`src/rtl/fbdrt_pkg.sv`:
```
// Shared types and constants for the framebuffer dirty-rectangle tracker.
package fbdrt_pkg;

  typedef enum logic [1:0] {
    OP_READ  = 2'd0,
    OP_WRITE = 2'd1,
    OP_CLEAR = 2'd2,
    OP_NONE  = 2'd3
  } op_e;

  localparam logic [1:0] REG_WIDTH  = 2'd0;
  localparam logic [1:0] REG_HEIGHT = 2'd1;
  localparam logic [1:0] REG_PIXB   = 2'd2;

  localparam logic [12:0] DIM_MAX  = 13'd4096;
  localparam logic [3:0]  PIXB_MAX = 4'd8;

  localparam int DVD_W = 24;
  localparam int DVS_W = 13;

endpackage

```
`src/rtl/fbdrt_div.sv`:
```
// Restoring divider that produces one quotient bit per cycle.
module fbdrt_div
  import fbdrt_pkg::*;
(
  input  logic             clk_i,
  input  logic             rst_ni,
  input  logic             go_i,
  input  logic [DVD_W-1:0] dividend_i,
  input  logic [DVS_W-1:0] divisor_i,
  output logic             done_o,
  output logic [DVD_W-1:0] quot_o,
  output logic [DVS_W-1:0] rem_o
);

  localparam int CntW = $clog2(DVD_W + 1);

  logic [DVD_W-1:0] dvd_q, dvd_d;
  logic [DVS_W-1:0] dvs_q, dvs_d;
  logic [DVS_W-1:0] rem_q, rem_d;
  logic [CntW-1:0]  cnt_q, cnt_d;
  logic             run_q, run_d;
  logic             done_q, done_d;
  logic [DVS_W:0]   trial;

  always_comb begin
    dvd_d  = dvd_q;
    dvs_d  = dvs_q;
    rem_d  = rem_q;
    cnt_d  = cnt_q;
    run_d  = run_q;
    done_d = 1'b0;
    trial  = {rem_q, dvd_q[DVD_W-1]};
    if (go_i) begin
      dvd_d = dividend_i;
      dvs_d = divisor_i;
      rem_d = '0;
      cnt_d = '0;
      run_d = 1'b1;
    end else if (run_q) begin
      if (trial >= {1'b0, dvs_q}) begin
        rem_d = DVS_W'(trial - {1'b0, dvs_q});
        dvd_d = {dvd_q[DVD_W-2:0], 1'b1};
      end else begin
        rem_d = trial[DVS_W-1:0];
        dvd_d = {dvd_q[DVD_W-2:0], 1'b0};
      end
      cnt_d = cnt_q + 1'b1;
      if (cnt_q == CntW'(DVD_W - 1)) begin
        run_d  = 1'b0;
        done_d = 1'b1;
      end
    end
  end

  always_ff @(posedge clk_i or negedge rst_ni) begin
    if (!rst_ni) begin
      run_q  <= 1'b0;
      done_q <= 1'b0;
      cnt_q  <= '0;
    end else begin
      run_q  <= run_d;
      done_q <= done_d;
      cnt_q  <= cnt_d;
    end
  end

  always_ff @(posedge clk_i) begin
    dvd_q <= dvd_d;
    dvs_q <= dvs_d;
    rem_q <= rem_d;
  end

  assign done_o = done_q;
  assign quot_o = dvd_q;
  assign rem_o  = rem_q;

endmodule

```
`config.mk`:
```
export PLATFORM = sky130hd
export DESIGN_NAME = fbdrt_div
export DESIGN_NICKNAME = d
export VERILOG_FILES = /design/src/rtl/fbdrt_pkg.sv /design/src/rtl/fbdrt_div.sv
export SDC_FILE = /design/constraint.sdc
export NUM_CORES = 1
export LEC_CHECK = 0
export BUFFER_PORTS_ARGS = -buffer_cell sky130_fd_sc_hd__buf_4
export CORE_MARGIN = 4
export CORE_UTILIZATION = 45
export DETAILED_ROUTE_END_ITERATION = 8
export PLACE_DENSITY = 0.72
export SYNTH_ARGS = -nofsm -noshare
export SYNTH_HDL_FRONTEND = slang
export SYNTH_SLANG_ARGS = --single-unit
export TNS_END_PERCENT = 5
```
`constraint.sdc`:
```
create_clock -name clk_i -period 4.8 [get_ports clk_i]
set_input_delay 0.72 -clock clk_i [delete_from_list [all_inputs] [get_ports clk_i]]
set_output_delay 0.72 -clock clk_i [all_outputs]
set_load 0.02 [all_outputs]
```
# Word-level counts from Yosys, hierarchy flattened

Index checks and enable logic that the tools add are counted.

Multipliers: 0
Reduce and logical (&&, ||, !) cells: 1
Divide/modulo/power cells: 0
Multiplexer cells: 12
Shifts and indexed selects: 0
$lt $le $gt $ge: 1
Equality and inequality tests: 1
Add/sub/neg operators: 2
Bitwise operators: 0

Operators with widths:

| kind                | number |
|---|---|
| $mux 24             | 2 |
| $ge 14x13->1        | 1 |
| $mux 13             | 1 |
| $sub 13x13->13      | 1 |
| $mux 5              | 2 |
| $mux 1              | 7 |
| $add 5x1->5 const B | 1 |
| $eq 5x5->1 const B  | 1 |
| $reduce_bool 2->1   | 1 |

Latch bits: 0
Memories kept: 0
Register bits: 57
Bits in read-only memories: 0
Memory bits (writable): 0
Word-level logic and storage cells: 23
Bits of input ports: 40

# Depth between registers and ports, before layout

Gate-level depths: netlist of run 1.

Depth after elaboration: 4
Gate-level depth with buffers: 11
Mapped depth without buffers: 10

# Least setup slack after synthesis of run 1

No wires, ideal clock.

Path kind: register to register
From: register dvd_q[23], in the netlist quot_o[23]
To: register dvd_q[0], in the netlist quot_o[0], data pin
Setup time: 0.260 ns
Cell stages (with the launch flop): 11
Data arrival time: 2.487 ns
Slack: 2.054 ns
Buffers on the path: 1
Cells stage by stage: edfxtp_1 > inv_1 > ha_1 > inv_1 > fa_1 > a21o_1 > a221oi_2 > nand2_2 > a31o_2 > buf_6 > mux2_2

Cells in the longest elaborated chain, start to end: 4

Ends and longest elaborated chain:

| item                     | RTL line        | text |
|---|---|---|
| start: declaration       | fbdrt_div.sv:17 | `logic [DVD_W-1:0] dvd_q, dvd_d;` |
| start signal: assignment | fbdrt_div.sv:68 | `dvd_q <= dvd_d;` |
| $ge 14x13->1             | fbdrt_div.sv:40 | `if (trial >= {1'b0, dvs_q}) begin` |
| $mux 1                   | fbdrt_div.sv:40 |  |
| $mux 24                  | fbdrt_div.sv:39 | `end else if (run_q) begin` |
| $mux 24                  | fbdrt_div.sv:33 | `if (go_i) begin` |
| net dvd_d[0]             | fbdrt_div.sv:17 |  |

The timed path passes the listed nets, and every way through them passes these cells. The select of a mux whose other input is x is not followed.
A chain may end at the register's enable or synchronous reset.

# Final worst setup path of run 1

From: register dvd_q[23], in the netlist quot_o[23]
To: register rem_q[0], in the netlist rem_o[0]

Cells in the longest elaborated chain, start to end: 2

Ends and longest elaborated chain:

| item                                                  | RTL line                         | text |
|---|---|---|
| $sub 13x13->13 / $ge 14x13->1 (equally long branches) | fbdrt_div.sv:41, fbdrt_div.sv:40 |  |
| $mux 13 *                                             | fbdrt_div.sv:40                  |  |
| end signal: assignment                                | fbdrt_div.sv:70                  | `rem_q <= rem_d;` |
| end: declaration                                      | fbdrt_div.sv:19                  | `logic [DVS_W-1:0] rem_q, rem_d;` |

Mark *: on every way between the ends. The rest lies on a longest branch, timed or not.

==> results of run 1 <==
-- routing by layer --
| metal | vias to the layer above | global-route usage |
|---|---|---|
| met2 | 50 | 0.264 |
| met3 | 10 | 0.0376 |
| met1 | 1048 | 0.208 |
| met4 | 0 | 0.0728 |
| met5 | - | 0 |
| li1 | 1086 | - |
-- registers in the layout, summed over array words and instances, names as in the netlist --
| name | cells |
|---|---|
| cnt_q | 5 |
| rem_o | 13 |
| done_o | 1 |
| quot_o | 24 |
| run_q | 1 |
| dvs_q | 13 |
-- synth_stat cells, types with 2 or more instances --
library cell,n,area [sq um]
mux2i_1,2,20.0
nand3_1,3,15.0
edfxtp_1,37,1110
ha_1,14,175
nor3_1,3,15.0
xnor2_1,8,70.1
nand4_1,6,37.5
a311oi_1,3,26.3
xor2_1,6,52.6
inv_1,14,52.6
a211oi_1,3,22.5
a311oi_2,5,75.1
buf_6,3,33.8
nor3b_1,3,22.5
a211o_1,3,26.3
a21oi_1,7,35.0
mux2_2,25,282
dfxtp_1,13,260
dfrtp_1,7,175
nand4b_1,2,17.5
nor2_1,22,82.6
o21a_1,2,15.0
nand2_1,27,101
clkbuf_1,8,30.0
a21o_1,4,30.0
-- power by group through the flow --
stage / sequential (mW) / combinational, mW / clock (mW)
2_1_floorplan: 0.769 / 0.532 / 0
3_3_place_gp: 0.695 / 0.815 / 0
3_5_place_dp: 0.696 / 0.827 / 0
4_1_cts: 0.687 / 0.832 / 0.444
5_1_grt: 0.701 / 0.914 / 0.465
6_report: 0.687 / 0.830 / 0.432
-- per-stage QoR --
stage                     total power, mW  setup slack [ns]   util  area (sq um)
after floorplan                      1.30              2.05      -          3010
after global placement               1.51              1.97  0.563          3620
after detailed placement             1.52              1.86  0.563          3620
after CTS                            1.96              1.85  0.592          3800
after global routing                 2.08              1.60  0.592          3800
final                                1.95              1.84  0.592          3800
-- logic make-up (layout without fill, tap and decap cells) --
| group | Yosys count | count (layout) | share of synthesized area |
|---|---|---|---|
| simple gates | 74 | 74 | 0.115 |
| flops | 57 | 57 | 0.513 |
| compound gates | 40 | 40 | 0.125 |
| mux | 27 | 27 | 0.100 |
| buf+inv | 27 | 107 | 0.0415 |
| fa+ha+maj | 15 | 15 | 0.0648 |
| xor+xnor | 14 | 14 | 0.0407 |
-- final cells by class --
type	count	area, sq um
Clock buffer	10	128
Inverter	14	52.6
Multi-Input combinational cell	170	1340
Tap cell	77	96.3
Timing Repair Buffer	77	578
Fill cell	551	2620
Clock inverter	6	60.1
Sequential cell	57	1550
-- final timing paths --
check                      cells after the start        from  endpoint  slack (ns)
setup reg to reg                              10  quot_o[23]  rem_o[0]        1.84
max in group asynchronous                      1      rst_ni  cnt_q[1]        4.49
hold reg to reg                                2    rem_o[6]  rem_o[7]        0.52
hold / removal                                 1      rst_ni     run_q        0.19
min in group clk_i                             2    rem_o[6]  rem_o[7]        0.52
setup / recovery                              10  quot_o[23]  rem_o[0]        1.84
-- worst reg2reg max path, cell delays in order, from the launching register on --
cell,delay [ns]
edfxtp_1,0.40
inv_1,0.09
ha_1,0.17
inv_1,0.05
fa_1,0.39
a21o_1,0.23
a221oi_2,0.41
nand2_2,0.13
a31oi_4,0.41
mux2_2,0.39
a211oi_1,0.21
==> out/qor.txt, run 1 <==
Post-Syn Nets: 309
WL met1: 2.94 mm
die area: 8070 sq um
flip-flop and latch count after synthesis: 57
status: finished clean
met2 wire len: 3.11 mm
clk sinks: 57
critical path's most frequent cell: inv_1
Slowest Stage Delay on Critical Path: 0.41 ns
PwrDens: 512 nW/um^2
largest net degree at the start of global routing: 62
clock tree buffer depth: 2
NetSw: 0.730 mW
final setup violation count: 0
Setup Skew: 0.0146 ns
Clock Latency Late Sink: 0.34 ns
Final Instance Count excl. Fillers: 411
CTS clock-pin slew for the worst setup and hold paths: 0.06 ns
Final ANT Viol Nets: 0
Comb pwr share: 0.426
CP Capture Type: flop
CP Class: flop to flop
cell internal pwr: 1.22 mW
arrival time worst endpoint: 3.21 ns
ys flop type: edfxtp_1
switching portion of total power: 0.374
# IOs: 78
most frequent cells in the layout: buf_4, edfxtp_1, nand2_1
cells along the critical path: inv_1, ha_1, inv_1, fa_1, a21o_1, a221oi_2, nand2_2, a31oi_4, mux2_2, a211oi_1
IO Port Bufs: 77
share of cells above drive strength 1: 0.392
crit-path leading delay family: compound AO/OA/AOI/OAI gates
clock root cell: clkbuf_8
maximum clock rate: 0.337 GHz
Final Hold Fails: 0
Max Cap Viol: 0
clock network power share: 0.222
total of warnings raised by yosys: 0
gr ovfl total: 0
row count: 29
Antenna Cells: 0
Distinct cells, synth: 49
Max VDD drop: 0.270 mV
area grow syn2layout: 26.2%
Die Wd: 89.8 um
Max-slew headroom: 0.250
placed insts: 395
initial core utilization: 0.469
core box area: 6420 sq um
hold_ws: 0.189 ns
Async S/R FF share, synth: 0.123
detailed placer's ending HPWL: 4.52 mm
Post-CTS Repair Setup Buffers: 0
Final Max Slew Viols: 0
met3 wire length: 251 um
drt pass-1 iters: 4
initial DRC count: 144
H-Tree Depth: 3
worst slew pin tran: 1.13 ns
gpl congestion: 0.860
GRT Resource Usage Total: 0.163
Final period util: 0.618
sequential power share: 0.352
Vias/cell: 5.34
Mapped Area: 3010 sq um
CTS buffer count: 9
post-synthesis sequential area ratio: 0.513
worst path bufs/invs: 2
minimum clock period: 2.96 ns
commonest non-fill, non-tap cell in the layout: buf_4
Die Y-Extent: 89.8 um
CP max stage cell: a221oi_2
DRC Markers: 0
first-pass GRT wire length: 10.7 mm
Cells after Synth: 254
vias in the first global route: 2231
RSZ-0062 raised after global routing: false
number of synthesized flops with an enable pin: 37
final wirelength: 6.41 mm
type of the tightest min-delay check: primary input to async pin
Worst Setup Start Kind: flop
vias: 2194
max layer used: met4
CTS tree: done
fin nets: 384
leak pwr: 1.69 nW
routed len/inst: 15.6 um
Worst EP required: 5.05 ns
Synth Area per Inst: 11.9 sq um
CP max FO: 12
initial antenna violation count: 0
post_cts resized: 0
setup_tns: 0 ns
hold buffers post-CTS: 0
(Power assumes the default switching activity.)
==> run 2: changes to the inputs <==
--- a/config.mk
+++ b/config.mk
@@ -9,7 +9,7 @@
 export CORE_MARGIN = 4
 export CORE_UTILIZATION = 45
 export DETAILED_ROUTE_END_ITERATION = 8
-export PLACE_DENSITY = 0.72
+export PLACE_DENSITY = 0.74
 export SYNTH_ARGS = -nofsm -noshare
 export SYNTH_HDL_FRONTEND = slang
 export SYNTH_SLANG_ARGS = --single-unit
==> constraint.sdc (replaced) <==
create_clock -name clk_i -period 2.7 [get_ports clk_i]
set_input_delay 0.405 -clock clk_i [delete_from_list [all_inputs] [get_ports clk_i]]
set_output_delay 0.405 -clock clk_i [all_outputs]
set_load 0.02 [all_outputs]
==> out/qor.txt, run 2 (synthesis results as in run 1) <==
Die Wd: 89.8 um
CP Class: flop to flop
minimum clock period: 2.53 ns
CTS clock-pin slew for the worst setup and hold paths: 0.07 ns
share of cells above drive strength 1: 0.404
detailed placer's ending HPWL: 4.81 mm
Worst EP required: 2.79 ns
die area: 8070 sq um
CP max FO: 7
Max Cap Viol: 0
# IOs: 78
DRC Markers: 0
Worst Setup Start Kind: flop
hold depth: 1
drt pass-1 iters: 4
GRT Resource Usage Total: 0.169
final setup violation count: 0
Pwr Total: 3.56 mW
Setup Skew: 0.00825 ns
Die Y-Extent: 89.8 um
worst reg-to-reg path cell count: 9
setup_tns: 0 ns
IO Port Bufs: 77
worst slew pin tran: 0.573 ns
row count: 29
RSZ-0062 raised after global routing: false
crit path to: quot_o[0]
Max VDD drop: 0.466 mV
status: finished clean
PwrDens: 917 nW/um^2
arrival time worst endpoint: 2.62 ns
final wirelength: 6.58 mm
Final Max Slew Viols: 0
first-pass GRT wire length: 10.8 mm
Final period util: 0.938
initial antenna violation count: 0
core box area: 6420 sq um
H-Tree Depth: 3
Antenna Cells: 0
gr ovfl total: 0
routed len/inst: 15.7 um
Clock Latency Late Sink: 0.34 ns
reg2reg end: quot_o[0]
gpl congestion: 0.902
fin nets: 392
clk sinks: 57
max FFs per register: 24
CTS tree: done
Vias/cell: 5.23
leak pwr: 1.73 nW
FF-to-FF Start: quot_o[23]
initial core utilization: 0.469
clock tree buffer depth: 2
type of the tightest min-delay check: primary input to flop
Final Hold Fails: 0
Crit. Startpoint: quot_o[23]
area grow syn2layout: 28.9%
CTS buffer count: 9
largest net degree at the start of global routing: 40
commonest non-fill, non-tap cell in the layout: buf_4
vias: 2193
most frequent cells in the layout: buf_4, edfxtp_1, nand2_1
DP Area: 3680 sq um
R2R setup slack: 0.17 ns
initial DRC count: 57
clock root cell: clkbuf_8
CP Capture Type: flop
Final ANT Viol Nets: 0
maximum clock rate: 0.395 GHz
cell area after layout: 3890 sq um
Max-slew headroom: 0.618
vias in the first global route: 2285
==> run 2: critical path: stages (launching register included) <==
cell and delay, ns:
edfxtp_1 0.39, inv_1 0.09, ha_1 0.17, inv_1 0.05
fa_1 0.39, a21o_1 0.24, a221oi_4 0.26, nand2_2 0.11
a31o_2 0.32, mux2_2 0.27
==> run 2: per-stage QoR <==
stage | util | hold slack, ns | cells | setup slack, ns
2_1_floorplan | - | 0.109 | 254 | 0.00161
3_3_place_gp | 0.573 | 0.221 | 402 | 0.229
3_5_place_dp | 0.573 | 0.222 | 402 | 0.161
4_1_cts | 0.605 | 0.219 | 419 | 0.153
5_1_grt | 0.605 | 0.215 | 419 | 0.0222
6_report | 0.605 | 0.240 | 419 | 0.166
==> run 2: worst min-delay path by stage <==
stage	startpoint	endpoint	slack (ns)
after detailed placement	rst_ni	cnt_q[2]	0.22
after global placement	rst_ni	cnt_q[2]	0.22
after floorplan	rst_ni	cnt_q[0]	0.11
final	divisor_i[4]	dvs_q[4]	0.24
after CTS	divisor_i[4]	dvs_q[4]	0.22
after global routing	divisor_i[1]	dvs_q[1]	0.21
==> run 2: power by group <==
group          total, mW  switching [mW]  internal, mW
Sequential          1.22           0.132          1.09
Combinational       1.55           0.839         0.709
Clock              0.792           0.344         0.448
==> run 2: cell type report <==
type	instances	area, sq um
fill	534	2540
clock buffer	11	141
tap	77	96.3
inverter	14	52.6
sequential	57	1550
multi-input combinational	170	1350
timing repair buffer	85	641
clock inverter	5	55.1
==> run 2: routing by layer <==
metal / GRT usage / part of all wire
met2: 0.279 / 0.50
met5: 0 / 0
met1: 0.200 / 0.44
met4: 0.0792 / 0.023
met3: 0.0551 / 0.041
==> run 2: repair_timing <==
action,CTS,global route
hold buffers,1,0
resized for setup,0,0
buffers inserted,0,0
endpoints found under the hold margin,7,0
